`config.mk`:
```
export PLATFORM = sky130hd
export DESIGN_NAME = byte_group_number_decoder_top_flat
export DESIGN_NICKNAME = d
export VERILOG_FILES = /design/src/rtl/bgnd_pkg.sv /design/src/rtl/bgnd_stream_if.sv /design/src/rtl/bgnd_gather.sv /design/src/rtl/bgnd_convert.sv /design/src/rtl/byte_group_number_decoder_top.sv /design/src/flat_wrapper.sv
export VERILOG_INCLUDE_DIRS = /design/src /design/src/rtl
export SDC_FILE = /design/constraint.sdc
export NUM_CORES = 1
export LEC_CHECK = 0
export ABC_AREA = 1
export ABC_CLOCK_PERIOD_IN_PS = 8300
export BUFFER_PORTS_ARGS = -buffer_cell sky130_fd_sc_hd__buf_2
export CORE_MARGIN = 8
export CORE_UTILIZATION = 36
export DETAILED_ROUTE_END_ITERATION = 16
export GPL_ROUTABILITY_DRIVEN = 0
export PLACE_DENSITY_LB_ADDON = 0.05
export SETUP_SLACK_MARGIN = 0.5
export SYNTH_ARGS = -nofsm -noshare
export SYNTH_HDL_FRONTEND = slang
export SYNTH_SLANG_ARGS = --single-unit
```
`constraint.sdc`:
```
create_clock -name clk_i -period 8.3 [get_ports clk_i]
set_input_delay 0.415 -clock clk_i [delete_from_list [all_inputs] [get_ports clk_i]]
set_output_delay 0.415 -clock clk_i [all_outputs]
set_load 0.02 [all_outputs]
```
`src/rtl/byte_group_number_decoder_top_defines.svh`:
```
// assertion macros for the byte group number decoder
// used by the rtl files that carry concurrent assertions
`ifndef BYTE_GROUP_NUMBER_DECODER_TOP_DEFINES_SVH
`define BYTE_GROUP_NUMBER_DECODER_TOP_DEFINES_SVH
// implication property, disabled while reset is asserted
`define BGND_ASSERT(label, clk, rstn, prop, msg) \
  label: assert property (@(posedge clk) disable iff (!rstn) prop) else $error(msg);
// property checked during reset too
`define BGND_ASSERT_ALWAYS(label, clk, prop, msg) \
  label: assert property (@(posedge clk) prop) else $error(msg);
`endif

```
`src/rtl/bgnd_pkg.sv`:
```
// shared types and constants for the byte group number decoder
// no dependencies
`default_nettype none
package bgnd_pkg;
  localparam int unsigned CfgIdxW = 2;
  localparam int unsigned CfgDataW = 3;
  localparam logic [CfgIdxW-1:0] RegEndian = 2'd0;
  localparam logic [CfgIdxW-1:0] RegKind = 2'd1;
  localparam logic [CfgIdxW-1:0] RegSize = 2'd2;

  typedef enum logic [1:0] {
    KindUnsigned = 2'd0,
    KindSigned   = 2'd1,
    KindFloat    = 2'd2,
    KindSpare    = 2'd3
  } kind_e;

  typedef struct packed {
    logic [7:0] data_byte;
    logic       end_of_line;
  } in_item_t;

  typedef struct packed {
    logic [63:0] value_bits;
    logic        partial_group;
    logic        line_last;
  } out_item_t;

  // group record, complete or partial, handed from the gatherer to the converter
  typedef struct packed {
    logic [31:0] num;
    logic [1:0]  nm1;
    kind_e       kind;
    logic        partial;
    logic        eol;
  } grp_t;
endpackage
`default_nettype wire

```
`src/rtl/bgnd_stream_if.sv`:
```
// valid/ready stream channel carrying a payload of type payload_t
// depends on nothing
`default_nettype none
interface bgnd_stream_if #(
  parameter type payload_t = logic
);
  logic     valid;
  logic     ready;
  payload_t payload;
  modport source (output valid, output payload, input ready);
  modport sink (input valid, input payload, output ready);
endinterface
`default_nettype wire

```
`src/rtl/bgnd_gather.sv`:
```
// collects bytes into groups, applies byte order and emits group records
// depends on bgnd_pkg
`default_nettype none
module bgnd_gather (
  input  wire                  clk_i,
  input  wire                  rst_ni,
  input  wire                  take_i,
  input  wire  [7:0]           byte_i,
  input  wire                  eol_i,
  input  wire                  endian_i,
  input  wire  [1:0]           kind_i,
  input  wire  [2:0]           size_i,
  output logic                 emit_o,
  output bgnd_pkg::grp_t       grp_o
);
  import bgnd_pkg::*;
  logic [31:0] gath_q, gath_d, full;
  logic [1:0]  cnt_q, cnt_d, nm1;
  logic        done;

  always_comb begin
    priority if (size_i == 3'd0) nm1 = 2'd0;
    else if (size_i > 3'd4) nm1 = 2'd3;
    else nm1 = 2'(size_i - 3'd1);
    full = gath_q;
    unique case (cnt_q)
      2'd0: full[7:0] = byte_i;
      2'd1: full[15:8] = byte_i;
      2'd2: full[23:16] = byte_i;
      default: full[31:24] = byte_i;
    endcase
    done = cnt_q >= nm1;
    emit_o = take_i && (done || eol_i);
    grp_o.nm1 = nm1;
    grp_o.kind = kind_e'(kind_i);
    grp_o.partial = !done;
    grp_o.eol = eol_i;
    grp_o.num = '0;
    if (!endian_i) begin
      unique case (nm1)
        2'd0: grp_o.num = {24'd0, full[7:0]};
        2'd1: grp_o.num = {16'd0, full[15:0]};
        2'd2: grp_o.num = {8'd0, full[23:0]};
        default: grp_o.num = full;
      endcase
    end else begin
      unique case (nm1)
        2'd0: grp_o.num = {24'd0, full[7:0]};
        2'd1: grp_o.num = {16'd0, full[7:0], full[15:8]};
        2'd2: grp_o.num = {8'd0, full[7:0], full[15:8], full[23:16]};
        default: grp_o.num = {full[7:0], full[15:8], full[23:16], full[31:24]};
      endcase
    end
    gath_d = gath_q;
    cnt_d = cnt_q;
    if (take_i) begin
      if (done || eol_i) begin
        gath_d = '0;
        cnt_d = '0;
      end else begin
        gath_d = full;
        cnt_d = cnt_q + 2'd1;
      end
    end
  end

  always_ff @(posedge clk_i or negedge rst_ni) begin
    if (!rst_ni) begin
      gath_q <= '0;
      cnt_q <= '0;
    end else begin
      gath_q <= gath_d;
      cnt_q <= cnt_d;
    end
  end
endmodule
`default_nettype wire

```
`src/rtl/bgnd_convert.sv`:
```
// converts a group record to 64-bit integer or double bits
// depends on bgnd_pkg
`default_nettype none
module bgnd_convert #(
  parameter int unsigned KeptFractionBits = 13
) (
  input  bgnd_pkg::grp_t       grp_i,
  output logic [63:0]          value_o
);
  import bgnd_pkg::*;
  localparam int unsigned K = KeptFractionBits;

  logic        sign;
  logic [9:0]  ex, emax;
  logic [20:0] m;
  logic [4:0]  f;
  logic [10:0] bias;
  logic [20:0] remv, half, mr;
  logic [4:0]  s;
  logic [4:0]  fr;
  logic        rnd;
  logic [10:0] dexp;
  logic [4:0]  p;
  logic [51:0] frac;
  logic [63:0] fval;
  logic [31:0] num;

  always_comb begin
    num = grp_i.num;
    unique case (grp_i.nm1)
      2'd0: begin sign = num[7];  emax = 10'd15;   f = 5'd3;
        ex = {6'd0, num[6:3]}; m = {18'd0, num[2:0]}; end
      2'd1: begin sign = num[15]; emax = 10'd63;   f = 5'd9;
        ex = {4'd0, num[14:9]}; m = {12'd0, num[8:0]}; end
      2'd2: begin sign = num[23]; emax = 10'd255;  f = 5'd15;
        ex = {2'd0, num[22:15]}; m = {6'd0, num[14:0]}; end
      default: begin sign = num[31]; emax = 10'd1023; f = 5'd21;
        ex = num[30:21]; m = num[20:0]; end
    endcase
    bias = {2'd0, emax[9:1]};
    fr = f;
    mr = m;
    s = '0; remv = '0; half = '0; rnd = 1'b0;
    if (f > 5'(K)) begin
      s = f - 5'(K);
      remv = m & ((21'd1 << s) - 21'd1);
      half = 21'd1 << (s - 5'd1);
      mr = m >> s;
      fr = 5'(K);
      rnd = (remv > half) || (remv == half && mr[0]);
      mr = mr + 21'(rnd);
    end
    p = '0;
    for (int i = 1; i < 21; i++) begin
      if (mr[i]) p = 5'(i);
    end
    dexp = '0;
    frac = '0;
    fval = '0;
    if (ex == emax) begin
      fval = {sign, 11'h7ff, (m != '0), 51'd0};
    end else if (f > 5'(K) && mr == (21'd1 << fr)) begin
      if (ex + 10'd1 == emax) fval = {sign, 11'h7ff, 52'd0};
      else begin
        dexp = 11'(ex) + 11'd1 - bias + 11'd1023;
        fval = {sign, dexp, 52'd0};
      end
    end else if (ex == '0) begin
      if (mr == '0) fval = {sign, 63'd0};
      else begin
        dexp = 11'(p) + 11'd1 - bias - 11'(fr) + 11'd1023;
        frac = (52'(mr) & ((52'd1 << p) - 52'd1)) << (6'd52 - 6'(p));
        fval = {sign, dexp, frac};
      end
    end else begin
      dexp = 11'(ex) - bias + 11'd1023;
      frac = 52'(mr) << (6'd52 - 6'(fr));
      fval = {sign, dexp, frac};
    end
    if (grp_i.partial) value_o = '0;
    else begin
      unique case (grp_i.kind)
        KindFloat: value_o = fval;
        KindSigned: begin
          unique case (grp_i.nm1)
            2'd0: value_o = {{56{num[7]}}, num[7:0]};
            2'd1: value_o = {{48{num[15]}}, num[15:0]};
            2'd2: value_o = {{40{num[23]}}, num[23:0]};
            default: value_o = {{32{num[31]}}, num};
          endcase
        end
        default: value_o = {32'd0, num};
      endcase
    end
  end
endmodule
`default_nettype wire

```
`src/rtl/byte_group_number_decoder_top.sv`:
```
// top level of the byte group number decoder: config, input register, result register
// depends on bgnd_pkg, bgnd_stream_if, bgnd_gather, bgnd_convert
//
// usage:
// - in_s carries one byte and an end-of-line flag per word; out_m carries
//   the 64-bit value, the partial-group flag and the line-last flag
// - bytes are gathered into groups of group_size; a full group, or a line
//   end mid-group, makes one result; other bytes make none
// - a byte is taken into the input register, then gathered and converted
//   combinationally and held in the result register
// - one byte per cycle while out_m does not stall; the converter is combinational
// - when out_m stalls the result holds and the input register fills; in_s
//   ready drops only while both registers are full and out_m stalls
// - reset clears the registers to little-endian, unsigned, group size one
//   and empties the pipeline and the partial group
// - user writes configuration via cfg_we_i/cfg_idx_i/cfg_data_i while idle; unchecked
`default_nettype none
module byte_group_number_decoder_top #(
  parameter int unsigned KEPT_FRACTION_BITS = 13
) (
  input  wire                              clk_i,
  input  wire                              rst_ni,
  input  wire                              cfg_we_i,
  input  wire  [bgnd_pkg::CfgIdxW-1:0]     cfg_idx_i,
  input  wire  [bgnd_pkg::CfgDataW-1:0]    cfg_data_i,
  bgnd_stream_if.sink                      in_s,
  bgnd_stream_if.source                    out_m
);
  import bgnd_pkg::*;
`include "byte_group_number_decoder_top_defines.svh"

  logic       endian_q;
  logic [1:0] kind_q;
  logic [2:0] size_q;
  logic       iv_q;
  in_item_t   ir_q;
  logic       ov_q;
  out_item_t  or_q;
  logic       adv, emit;
  grp_t       grp;
  logic [63:0] val;

  assign adv = iv_q && (!ov_q || out_m.ready);
  assign in_s.ready = !iv_q || adv;

  bgnd_gather u_gather (
    .clk_i, .rst_ni, .take_i(adv), .byte_i(ir_q.data_byte),
    .eol_i(ir_q.end_of_line), .endian_i(endian_q), .kind_i(kind_q),
    .size_i(size_q), .emit_o(emit), .grp_o(grp)
  );
  bgnd_convert #(.KeptFractionBits(KEPT_FRACTION_BITS)) u_convert (
    .grp_i(grp), .value_o(val)
  );

  always_ff @(posedge clk_i or negedge rst_ni) begin
    if (!rst_ni) begin
      endian_q <= 1'b0; kind_q <= 2'd0; size_q <= 3'd1;
      iv_q <= 1'b0; ov_q <= 1'b0;
    end else begin
      if (cfg_we_i) begin
        unique case (cfg_idx_i)
          RegEndian: endian_q <= cfg_data_i[0];
          RegKind: kind_q <= cfg_data_i[1:0];
          RegSize: size_q <= cfg_data_i;
          default: ;
        endcase
      end
      if (in_s.ready) iv_q <= in_s.valid;
      if (adv) ov_q <= emit;
      else if (out_m.ready) ov_q <= 1'b0;
    end
  end

  always_ff @(posedge clk_i) begin
    if (in_s.ready && in_s.valid) ir_q <= in_s.payload;
    if (adv && emit) or_q <= '{value_bits: val, partial_group: grp.partial,
                               line_last: grp.eol};
  end

  assign out_m.valid = ov_q;
  assign out_m.payload = or_q;

  `BGND_ASSERT(a_stall_hold, clk_i, rst_ni,
    ov_q && !out_m.ready |=> ov_q && $stable(or_q), "result lost under stall")
  `BGND_ASSERT(a_partial_zero, clk_i, rst_ni,
    ov_q && or_q.partial_group |-> or_q.value_bits == 64'd0 && or_q.line_last,
    "partial result malformed")
  `BGND_ASSERT(a_ready_full, clk_i, rst_ni,
    !in_s.ready |-> iv_q && ov_q, "input stalled without full pipeline")
endmodule
`default_nettype wire

```
`src/flat_wrapper.sv`:
```
// flat-port wrapper written by rule: the top's interface ports become plain ports
module byte_group_number_decoder_top_flat import bgnd_pkg::*;
#(
  parameter int unsigned KEPT_FRACTION_BITS = 13
)
  (clk_i, rst_ni, cfg_we_i, cfg_idx_i, cfg_data_i, in_s_valid, in_s_payload, in_s_ready, out_m_valid, out_m_payload, out_m_ready);
  bgnd_stream_if #(.payload_t(in_item_t)) in_s_i ();
  bgnd_stream_if #(.payload_t(out_item_t)) out_m_i ();
  input  wire clk_i;
  input  wire rst_ni;
  input  wire cfg_we_i;
  input  wire  [bgnd_pkg::CfgIdxW-1:0] cfg_idx_i;
  input  wire  [bgnd_pkg::CfgDataW-1:0] cfg_data_i;
  input wire logic [$bits(in_s_i.valid)-1:0] in_s_valid;
  input wire logic [$bits(in_s_i.payload)-1:0] in_s_payload;
  output wire logic [$bits(in_s_i.ready)-1:0] in_s_ready;
  output wire logic [$bits(out_m_i.valid)-1:0] out_m_valid;
  output wire logic [$bits(out_m_i.payload)-1:0] out_m_payload;
  input wire logic [$bits(out_m_i.ready)-1:0] out_m_ready;
  assign in_s_i.valid = in_s_valid;
  assign in_s_i.payload = in_s_payload;
  assign in_s_ready = in_s_i.ready;
  assign out_m_valid = out_m_i.valid;
  assign out_m_payload = out_m_i.payload;
  assign out_m_i.ready = out_m_ready;
  byte_group_number_decoder_top #(.KEPT_FRACTION_BITS(KEPT_FRACTION_BITS)) u_core (.clk_i(clk_i), .rst_ni(rst_ni), .cfg_we_i(cfg_we_i), .cfg_idx_i(cfg_idx_i), .cfg_data_i(cfg_data_i), .in_s(in_s_i), .out_m(out_m_i));
endmodule
```
Yosys cells after proc, flatten, opt, wreduce, memory -nomap -nowiden
Index checks and enable logic that the tools add are counted.
Widths: inputs -> output; s select.
{"block": "classes", "eq_ne": 12, "addsub": 19, "shift": 7, "bitwise_logic": 2, "reduce_logical": 25, "n_lt_le_gt_ge": 4, "mux": 47}
{"cell": "$mux 63", "count": 5}
{"cell": "$pmux 32 s3", "count": 2}
{"cell": "$pmux 64 s3", "count": 1}
{"cell": "$pmux 64 s2", "count": 1}
{"cell": "$mux 5", "count": 20}
{"cell": "$mux 32", "count": 2}
{"cell": "$pmux 21 s3", "count": 1}
{"cell": "$shl 1x5->21 const A", "count": 3}
{"cell": "$pmux 10 s3", "count": 2}
{"cell": "$and 21x52->52", "count": 1}
{"cell": "$shl 1x5->52 const A", "count": 1}
{"cell": "$shl 21x6->52", "count": 1}
{"cell": "$shl 52x6->52", "count": 1}
{"cell": "$sub 52x1->52 const B", "count": 1}
{"cell": "$eq 21x21->1", "count": 2}
{"cell": "$add 11x10->11 const B", "count": 3}
{"cell": "$mux 8", "count": 4}
{"cell": "$add 21x1->21", "count": 1}
{"cell": "$and 21x21->21", "count": 1}
{"cell": "$gt 21x21->1", "count": 1}
{"cell": "$logic_not 21->1", "count": 1}
{"cell": "$mux 21", "count": 1}
{"cell": "$reduce_bool 21->1", "count": 1}
{"cell": "$shr 21x5->21", "count": 1}
{"cell": "32 further kinds", "count": 58}
{"block": "word_totals", "elab_cells": 128, "out_inout_bits": 68, "register_bits": 117, "in_bits": 19}

Longest topological paths before layout
Gate-level depths: netlist of the first run.
{"block": "logic_depth", "depth_word": 43, "ltp_mapped": 70, "mapped_depth_nobuf": 68}

Modules after synthesis
From an unflattened synthesis of the first run, not the netlist that was laid out.
{"block": "unflattened", "hier_cells": 2408, "area_unflattened_um2": 14761.7}
{"module": "bgnd_convert", "seq_area_each_um2": 0.0, "instances": 1, "area_per_inst_um2": 9230.1, "cells_each": 1846}
{"module": "bgnd_gather", "seq_area_each_um2": 850.8, "instances": 1, "area_per_inst_um2": 2900.3, "cells_each": 442}
{"module": "byte_group_number_decoder_top", "seq_area_each_um2": 2453.6, "instances": 1, "area_per_inst_um2": 2631.3, "cells_each": 120}

Least setup slack after synthesis of the first run
No wires, ideal clock.
{"block": "synth_path", "path_type": "register to register", "start": "reg u_core.size_q[0]", "end": "reg u_core.or_q, in the netlist u_core.out_m.payload[62] (data pin)", "setup_slack_ps": -558, "arrival_ps": 8587, "setup_ps": 270, "required_ps": 8030, "stages_incl_launch_ff": 54, "period_less_slack_ps": 8858, "n_path_buf": 6, "cell_sequence": "dfstp_2 inv_1 ha_1 inv_1 a21oi_2 buf_2 ha_1 buf_4 inv_2 or2_2 nand2_2 inv_1 buf_4 buf_4 buf_6 clkbuf_1 nand3_1 ha_1 [18 not listed] nand2_1 a21oi_1 inv_1 ha_1 inv_1 ha_1 ha_1 inv_1 fa_1 o31ai_1 a21oi_1 o21ai_0 xor2_1 o22ai_1 a21oi_1 nand2_1 nand2_1 a21oi_1"}
{"block": "synth_via", "elab_chain_len": 43, "word_cells_on_any_way": 75, "classes_between": "add/sub: 15; order compare: 4; eq/ne: 6; shift: 4; mux: 38; bitwise: 1; reduce/logical: 7"}
{"element": "start, declared", "line": "byte_group_number_decoder_top.sv:34", "source": "logic [2:0] size_q;"}
{"element": "start signal, assigned", "line": "byte_group_number_decoder_top.sv:64", "source": "RegSize: size_q <= cfg_data_i;"}
{"element": "$gt 3x3->1 or $sub 2x1->2 (tied branches)", "line": "bgnd_gather.sv:23, bgnd_gather.sv:24"}
{"element": "$mux 2", "line": "bgnd_gather.sv:23", "source": "else if (size_i > 3'd4) nm1 = 2'd3;"}
{"element": "$mux 2 (*)", "line": "bgnd_gather.sv:22", "source": "priority if (size_i == 3'd0) nm1 = 2'd0;"}
{"element": "parallel branches: the longest is 40 deep, another holds $sub 21x1->21"}
{"element": "end signal, assigned", "line": "byte_group_number_decoder_top.sv:76", "source": "if (adv && emit) or_q <= '{value_bits: val, partial_group: grp.partial,"}
{"element": "end, declared", "line": "byte_group_number_decoder_top.sv:38", "source": "out_item_t or_q;"}
Every way passes the cells marked *.
A chain may end at the register's enable or synchronous reset.

Worst setup path after layout of the first run
{"block": "layout_path", "start": "reg u_core.size_q[0]", "end": "reg u_core.or_q, in the netlist u_core.out_m.payload[63] (data pin)"}
Same word-level chain as after synthesis.

==> impl_results.md, run 1 <==
- Outcome: finished, final reports clean
- Setup-failing EPs final: 0
- Post-Layout Cell Count: 3135
- Post-DRT Antenna Nets: 0
- Final Hold Vio Count: 0
- Crit. Startpoint: u_core.size_q[0]
- Clk sinks: 117
- Seq. cell area: 0.003304 sq mm
- Sequential element share of the synthesized area: 0.2305
- Placed Area: 0.01677 sq mm
- Fmax: 121.7 MHz
- Normalized max-slew margin: 0.2208
- Worst-path clk slew: 0.07 ns
- Number of placed instances, taps included: 3017
- Die outline width: 215.6 um
- Worst min path class: input pin to asynchronous set/reset pin
- Hold-fix buffers at CTS: 0
- Post-synth EDFFs: 75
- Die height: 215.6 um
- Most frequent cells after synthesis: nand2_1 (690), inv_1 (217), nand3_1 (206)
- Worst slack, placed: -0.3284 ns
- Post-synth cell types: 73
- Core Region: 0.03955 sq mm
- All-Layer GR Usage: 0.2755
- Clock Skews: 0.02121 ns
- Vias per cell: 5.560
- Initial DRC count: 1632
- CP max stage cell: dfstp_2
- Crit-path most repeated cell: ha_4
- FFs w/ async S/R, synth: 0.3590
- Final Cell Area: 0.02018 sq mm
- CTS HTree Levels: 4
- Yosys warns: 0
- Post-route setup TNS: 0 ns
- Die area: 0.04647 sq mm
- Multi-input gate area: 0.01173 sq mm
- Remaining global-route overflow: 0
- Cell count after synthesis: 2303
- CP endpoint kind: flop
- Drt first pass iters: 6
- RSZ-0062 raised after global routing: yes
- Effective utilization at floorplan: 0.3626
- Crit path launch type: flop
- Cell taking the most area after synthesis: nand2_1
- Post-DP HPWL: 50.98 mm
- CTS tree: built
- Share of the synthesized area in the top cell type: 0.1806
- Most used flip-flop cell after synthesis: edfxtp_1
- Seq cells post-synth: 117
- Post-layout min period: 8.219 ns
- Global-route wire length before repair: 100.8 mm
- Slew @ Worst Pin: 1.166 ns
- Share of layout cells above drive strength 1: 0.3651
- Vias in the first global route: 17404
- Port Buffers: 86
- Most common cell in the netlist: nand2_1
- Max Cap Violations: 0
- Clk buf depth: 2
- Area grow syn2layout: 40.75%
- Skew-Pair Late Insertion Delay: 0.46 ns
- Routed WL: 65.96 mm
- Fin. max-slew vios: 0
- Num CTS Buffers: 17
- Post-synthesis area per instance: 6.226 sq um
- IO Count: 87
- DRC viols: 0
- Clock Tree Root: clkbuf_16
- Worst Path Arrival: 8.37 ns
- Final Net Count: 2680
- Critical path class: flop to flop
- Via count: 17430
- Final period utilization: 0.9902
- Inserted Diodes: 0
- Drt wl/cell: 21.04 um
- Critical path required time: 8.45 ns
- Mapped Nets: 2385
- Synth area leaders: nand2_1 (18%), edfxtp_1 (16%), nand3_1 (7.2%)
- Initial antenna violation count: 1
- Pin count of the biggest net entering global routing: 67
- PnR worst setup slack: 0.08140 ns
- Row count: 73
- R2r setup slk: 0.08 ns
- Worst r2r src: u_core.size_q[0]
- Crit path largest cell delay: 0.53 ns
- Cell area after synthesis: 0.01434 sq mm
- Fillers: 3983
- CP max FO: 6
## state kept, by name (all words and copies together) (netlist names)
register                flops
u_core.u_gather.gath_q     32
u_core.out_m.valid          1
u_core.ir_q                 9
u_core.kind_q               2
u_core.endian_q             1
u_core.out_m.payload       66
u_core.size_q               3
u_core.u_gather.cnt_q       2
u_core.iv_q                 1
## cell families (layout without fill, tap and decap cells)
group | count (synthesis) | in the layout | synth area share
AND/OR/NAND/NOR | 1243 | 1243 | 0.3840
AO/OA/AOI/OAI | 497 | 497 | 0.2008
buffers and inverters | 356 | 663 | 0.1106
flip-flops | 117 | 117 | 0.2305
adder cells (fa/ha/maj) | 63 | 63 | 0.05602
XOR/XNOR | 25 | 25 | 0.01658
multiplexers | 2 | 2 | 0.001483
## final timing paths
path                                               to  depth (start not counted)
setup / recovery             u_core.out_m.payload[63]                         56
hold / removal                       u_core.kind_q[0]                          1
setup reg to reg             u_core.out_m.payload[63]                         56
hold reg to reg            u_core.u_gather.gath_q[24]                          2
max in group asynchronous  u_core.u_gather.gath_q[12]                          1
min in group clk_i                     u_core.ir_q[7]                          1
## final cells by class
type                    instances  share of cell area
inverters                     239             0.04594
clock inverters                13            0.006944
well taps                     525             0.03255
flip-flops and latches        117              0.1637
clock buffers                  18             0.02126
multi-input cells            1830              0.5810
repair buffers                393              0.1486
## stage by stage
step | hold WS [ns] | utilization
3_3_place_gp | 0.4612 | 0.4240
3_5_place_dp | 0.4689 | 0.4240
4_1_cts | 0.1232 | 0.4842
5_1_grt | 0.1344 | 0.5103
6_report | 0.1167 | 0.5103
2_1_floorplan | 0.1194 | -
## placed cells by master (no fill, tap or decap), types with 31 or more instances in the layout
| master | instances |
|---|---|
| a21oi_1 | 83 |
| a21oi_2 | 34 |
| buf_2 | 86 |
| buf_4 | 262 |
| buf_6 | 35 |
| dfrtp_1 | 41 |
| edfxtp_1 | 75 |
| ha_1 | 33 |
| inv_1 | 200 |
| nand2_1 | 557 |
| nand2_2 | 135 |
| nand2_4 | 34 |
| nand3_1 | 110 |
| nand3_2 | 87 |
| nor2_1 | 148 |
| o21ai_0 | 165 |
| o21ai_2 | 31 |
| o22ai_1 | 34 |
## routing by layer
metal / wire length [um] / GRT usage
met4: 4083 / 0.1562
met5: 0 / 0
met3: 3894 / 0.03566
met1: 27220 / 0.3393
met2: 30760 / 0.4598
## what timing repair did
action	4_1_cts	5_1_grt
setup endpoints to repair	52	58
setup buffers	58	28
pin swaps	186	135
resized for setup	324	191
hold endpoints to repair	0	0
gates cloned	1	0
## critical path: cells and delay by family (launching register included)
| family | cells | cell delay, ns |
|---|---|---|
| AOI/OAI and AO/OA | 16 | 2.34 |
| adders and majority gates | 9 | 2.08 |
| and+or+nand+nor | 22 | 1.98 |
| buffers and inverters | 7 | 0.62 |
| DFF | 1 | 0.53 |
| xor gates and xnor gates | 2 | 0.36 |
Power of run 1 is not shown: default switching activity piles up to over one toggle a cycle in this logic, so the estimate is an artifact.
==> inputs of run 2 (changes only) <==
--- a/config.mk
+++ b/config.mk
@@ -10,7 +10,7 @@
 export ABC_CLOCK_PERIOD_IN_PS = 8300
 export BUFFER_PORTS_ARGS = -buffer_cell sky130_fd_sc_hd__buf_2
 export CORE_MARGIN = 8
-export CORE_UTILIZATION = 36
+export CORE_UTILIZATION = 41
 export DETAILED_ROUTE_END_ITERATION = 16
 export GPL_ROUTABILITY_DRIVEN = 0
 export PLACE_DENSITY_LB_ADDON = 0.05
==> run 2 against run 1 <==
  * Fmax grew 0.48%
  * Utilization is 5.8 points higher
  * Register-to-register slack gained 0.04 ns
  * Critical path depth is 1 lower
  * Wire length shrank 5.0%
  * Highest routed layer unchanged
  * Critical endpoint unchanged
  * Worst hold slack got worse by 0.0020 ns
  * Clock-buffer cell count is 2 higher
  * Via count shrank 0.44%
  * Final cell count decreased by 3.4%
  * Cell area shrank 3.0%
  * First-iteration DRC count decreased by 8.9%
==> impl_results.md, run 2 (synthesized netlist as in run 1, its figures left out) <==
- CP max FO: 6
- Die outline width: 203.0 um
- DRC viols: 0
- Metal3 WL: 3.904 mm
- CP max stage cell: dfstp_2
- R2R Path End: u_core.out_m.payload[63]
- Wl on met1: 25.60 mm
- Number of placed instances, taps included: 2912
- Max Cap Violations: 0
- Initial antenna violation count: 0
- Inserted Diodes: 0
- Core Region: 0.03446 sq mm
- Pin count of the biggest net entering global routing: 58
- Final Net Count: 2642
- Worst-path clk slew: 0.06 ns
- Worst Path Arrival: 8.32 ns
- Share of layout cells above drive strength 1: 0.3490
- All-Layer GR Usage: 0.2904
- Critical path class: flop to flop
- PnR worst setup slack: 0.1208 ns
- Crit-path most repeated cell: ha_4
- Post-Layout Cell Count: 3028
- Setup-failing EPs final: 0
- Worst min path class: input pin to asynchronous set/reset pin
- Routed WL: 62.65 mm
- Crit path largest cell delay: 0.53 ns
- Die height: 203.0 um
- Vias per cell: 5.731
- Normalized max-slew margin: 0.2099
- Post-DP HPWL: 48.02 mm
- Final period utilization: 0.9855
- Drt first pass iters: 6
- Post-DRT Antenna Nets: 0
- Via count: 17354
- Remaining global-route overflow: 0
- Most frequent cells in the layout: nand2_1 (561), buf_4 (233), inv_1 (198)
- Die area: 0.04121 sq mm
- Met2 WL: 29.06 mm
- Critical path required time: 8.44 ns
- CTS HTree Levels: 4
- Slew @ Worst Pin: 1.182 ns
- Crit path launch type: flop
- Clk sinks: 117
- CTS tree: built
- Global-route wire length before repair: 94.07 mm
- Crit. Startpoint: u_core.size_q[0]
- Worst r2r src: u_core.size_q[0]
- Area grow syn2layout: 36.53%
- Fin. max-slew vios: 0
- Skew-Pair Late Insertion Delay: 0.44 ns
- Fillers: 3430
- Row count: 68
- Most common cell after layout, fill and taps aside: nand2_1
- R2r setup slk: 0.12 ns
- Final Hold Vio Count: 0
- Effective utilization at floorplan: 0.4161
- Worst slack, placed: -0.06970 ns
- Initial DRC count: 1487
- Worst Reg-to-Reg Cells: 55
- RSZ-0062 raised after global routing: yes
- CP endpoint kind: flop
- Max layer used: met4
- Clock Skews: 0.01204 ns
- Post-layout min period: 8.179 ns
- Vias in the first global route: 16656
- Clk buf depth: 2
- Num CTS Buffers: 17
- Clock Tree Root: clkbuf_16
- Port Buffers: 86
- Fmax: 122.3 MHz
- Drt wl/cell: 20.69 um
- IO Count: 87
- Largest register FFs: 66
- Outcome: finished, final reports clean
-- run 2: cell types whose count changed in the layout (fill, tap and decap cells not counted), sizes merged --
cell      change
bufbuf        -1
clkbuf        +4
buf          -39
clkinvlp      -1
-- run 2: layout make-up --
cell class	count	area (sq um)	share of cell area
clock buffers	20	436.7	0.02231
repair buffers	355	2683	0.1370
multi-input cells	1830	11510	0.5881
flip-flops and latches	117	3304	0.1688
clock inverters	12	136.4	0.006967
well taps	455	569.3	0.02908
inverters	239	934.6	0.04774
-- run 2: per-layer routing --
layer,vias to the layer above,global-route usage
met5,-,0
met1,8147,0.3583
met2,750,0.4738
li1,8257,-
met4,0,0.1823
met3,200,0.03905
-- run 2: timing repair --
action / in CTS / in global routing
gates cloned: 0 / 2
resized for setup: 221 / 253
endpoints found under the hold margin: 0 / 0
buffers inserted: 44 / 38
setup endpoints to repair: 52 / 58
pin swaps: 152 / 165
hold buffers: 0 / 0
-- run 2: worst max-delay path: cells and delay by family, from the launching register on --
kind | cells | cell delay, ns
compound gates | 20 | 3.02
xor+xnor | 2 | 0.37
fa+ha+maj | 8 | 1.82
buf+inv | 6 | 0.49
flops | 1 | 0.53
simple gates | 19 | 1.66
-- run 2: metrics by stage --
stage | TNS, ns | hold slack (ns) | util | area (sq um)
after floorplan | 0 | 0.1194 | - | 14710
after detailed placement | -0.1242 | 0.4610 | 0.4761 | 16400
final | 0 | 0.1147 | 0.5681 | 19580
after CTS | 0 | 0.1353 | 0.5287 | 18220
after global placement | -0.02997 | 0.4614 | 0.4761 | 16400
after global routing | -9.373 | 0.1410 | 0.5681 | 19580
-- run 2: worst max path at each step --
stage	end	slack [ns]
6_report	u_core.out_m.payload[63]	0.12
5_1_grt	u_core.out_m.payload[63]	-0.30
3_5_place_dp	u_core.out_m.payload[63]	-0.07
3_3_place_gp	u_core.out_m.payload[63]	-0.03
4_1_cts	u_core.out_m.payload[63]	0.22
2_1_floorplan	u_core.out_m.payload[42]	0.36
Power of run 2 is left out for the same reason.
==> inputs of run 3 (changes only) <==
==> constraint.sdc (replaced) <==
create_clock -name clk_i -period 8.3 [get_ports clk_i]
set_input_delay 0 -clock clk_i [delete_from_list [all_inputs] [get_ports clk_i]]
set_output_delay 0 -clock clk_i [all_outputs]
set_load 0.02 [all_outputs]
==> run 3 against run 2 <==
  * Critical path depth unchanged
  * Utilization increased by 0.74 points
  * Die area unchanged
  * Critical path type unchanged
  * Via count increased by 0.46%
  * Final cell count increased by 0.79%
==> impl_results.md, run 3 (synthesized netlist as in run 1, its figures left out) <==
- Pin count of the biggest net entering global routing: 58
- Inserted Diodes: 0
- Crit path largest cell delay: 0.53 ns
- Row count: 68
- Drt wl/cell: 20.61 um
- Drt first pass iters: 5
- Bufs and invs on worst path: 6
- Fillers: 3396
- Top cell family by delay on the critical path: compound AO/OA/AOI/OAI gates
- Most common cell after layout, fill and taps aside: nand2_1
- Die area: 0.04121 sq mm
- Port Buffers: 86
- Worst Reg-to-Reg Cells: 55
- Final Hold Vio Count: 0
- Initial antenna violation count: 0
- Global-route wire length before repair: 94.61 mm
- DRC viols: 0
- Routed WL: 62.90 mm
- Post-DP HPWL: 48.02 mm
- R2r setup slk: 0.11 ns
- Skew-Pair Late Insertion Delay: 0.44 ns
- CP endpoint kind: flop
- Via count: 17433
- All-Layer GR Usage: 0.2918
- Normalized max-slew margin: 0.2094
- Effective utilization at floorplan: 0.4161
- Final Net Count: 2666
- Clk sinks: 117
- R2R Path End: u_core.out_m.payload[63]
- Crit-path most repeated cell: ha_4
- WP depth: 55
- RSZ-0062 raised after global routing: yes
- Vias in the first global route: 16807
- Num CTS Buffers: 17
- Fin. max-slew vios: 0
- Largest register FFs: 66
- Remaining global-route overflow: 0
- Core Region: 0.03446 sq mm
- Setup-failing EPs final: 0
- Most frequent cells in the layout: nand2_1 (561), buf_4 (232), inv_1 (198)
- Fmax: 122.1 MHz
- Worst-path clk slew: 0.06 ns
- Die outline width: 203.0 um
- Worst min path class: input pin to asynchronous set/reset pin
- Vias per cell: 5.712
- Final period utilization: 0.9866
- CP max stage cell: dfstp_2
- Post-DRT Antenna Nets: 0
- Post-layout min period: 8.189 ns
- Worst hold margin: 0.2478 ns
- Clk buf depth: 2
- Crit path launch type: flop
- Share of layout cells above drive strength 1: 0.3462
- Die height: 203.0 um
- Critical path class: flop to flop
- Initial DRC count: 1412
- Placed Area: 0.01640 sq mm
- Worst r2r src: u_core.size_q[0]
- Outcome: finished, final reports clean
- Critical path required time: 8.44 ns
- IO Count: 87
- CP max FO: 6
- Area grow syn2layout: 38.31%
- Worst Path Arrival: 8.33 ns
- Final Cell Area: 0.01983 sq mm
- Clock Skews: 0.009512 ns
- Max Cap Violations: 0
- Clock Tree Root: clkbuf_16
- CTS tree: built
- CTS HTree Levels: 4
- Slew @ Worst Pin: 1.183 ns
run 3: cell types whose count changed in the layout (fill, tap and decap cells not counted), sizes merged:
cell	change
dlygate4sd3	+24
run 3: per-layer routing:
metal | wire length (um) | global-route usage | up-vias
li1 | - | - | 8303
met4 | 4144 | 0.1836 | 0
met2 | 29160 | 0.4776 | 707
met1 | 25950 | 0.3585 | 8223
met3 | 3640 | 0.03985 | 200
met5 | 0 | 0 | -
run 3: layout make-up:
class,count,area (sq um),area share
inverters,239,934.6,0.04713
repair buffers,379,2927,0.1476
well taps,455,569.3,0.02871
multi-input cells,1830,11520,0.5811
flip-flops and latches,117,3304,0.1666
clock inverters,12,136.4,0.006877
clock buffers,20,436.7,0.02202
run 3: metrics by stage:
step	setup WS, ns	util	cells	setup TNS [ns]
final	0.1113	0.5755	3052	0
after global placement	-0.02997	0.4761	2912	-0.02997
after detailed placement	-0.06970	0.4761	2912	-0.1242
after CTS	0.2173	0.5357	3012	0
after global routing	-0.3128	0.5755	3052	-10.77
after floorplan	0.3604	-	2303	0
run 3: what timing repair did:
action                                  CTS  global route
resized for setup                       221           257
cloned                                    0             2
endpoints found under the setup margin   52            58
hold buffers                             24             0
pin swaps                               152           165
buffers inserted                         44            38
endpoints found under the hold margin    58             0
run 3: how the worst max path moves through the flow:
stage                                start                       end  slack [ns]
after floorplan           u_core.size_q[0]  u_core.out_m.payload[42]        0.36
after global placement    u_core.size_q[0]  u_core.out_m.payload[63]       -0.03
after detailed placement  u_core.size_q[0]  u_core.out_m.payload[63]       -0.07
after CTS                 u_core.size_q[0]  u_core.out_m.payload[63]        0.22
after global routing      u_core.size_q[0]  u_core.out_m.payload[63]       -0.31
final                     u_core.size_q[0]  u_core.out_m.payload[63]        0.11
Power of run 3 is left out for the same reason.
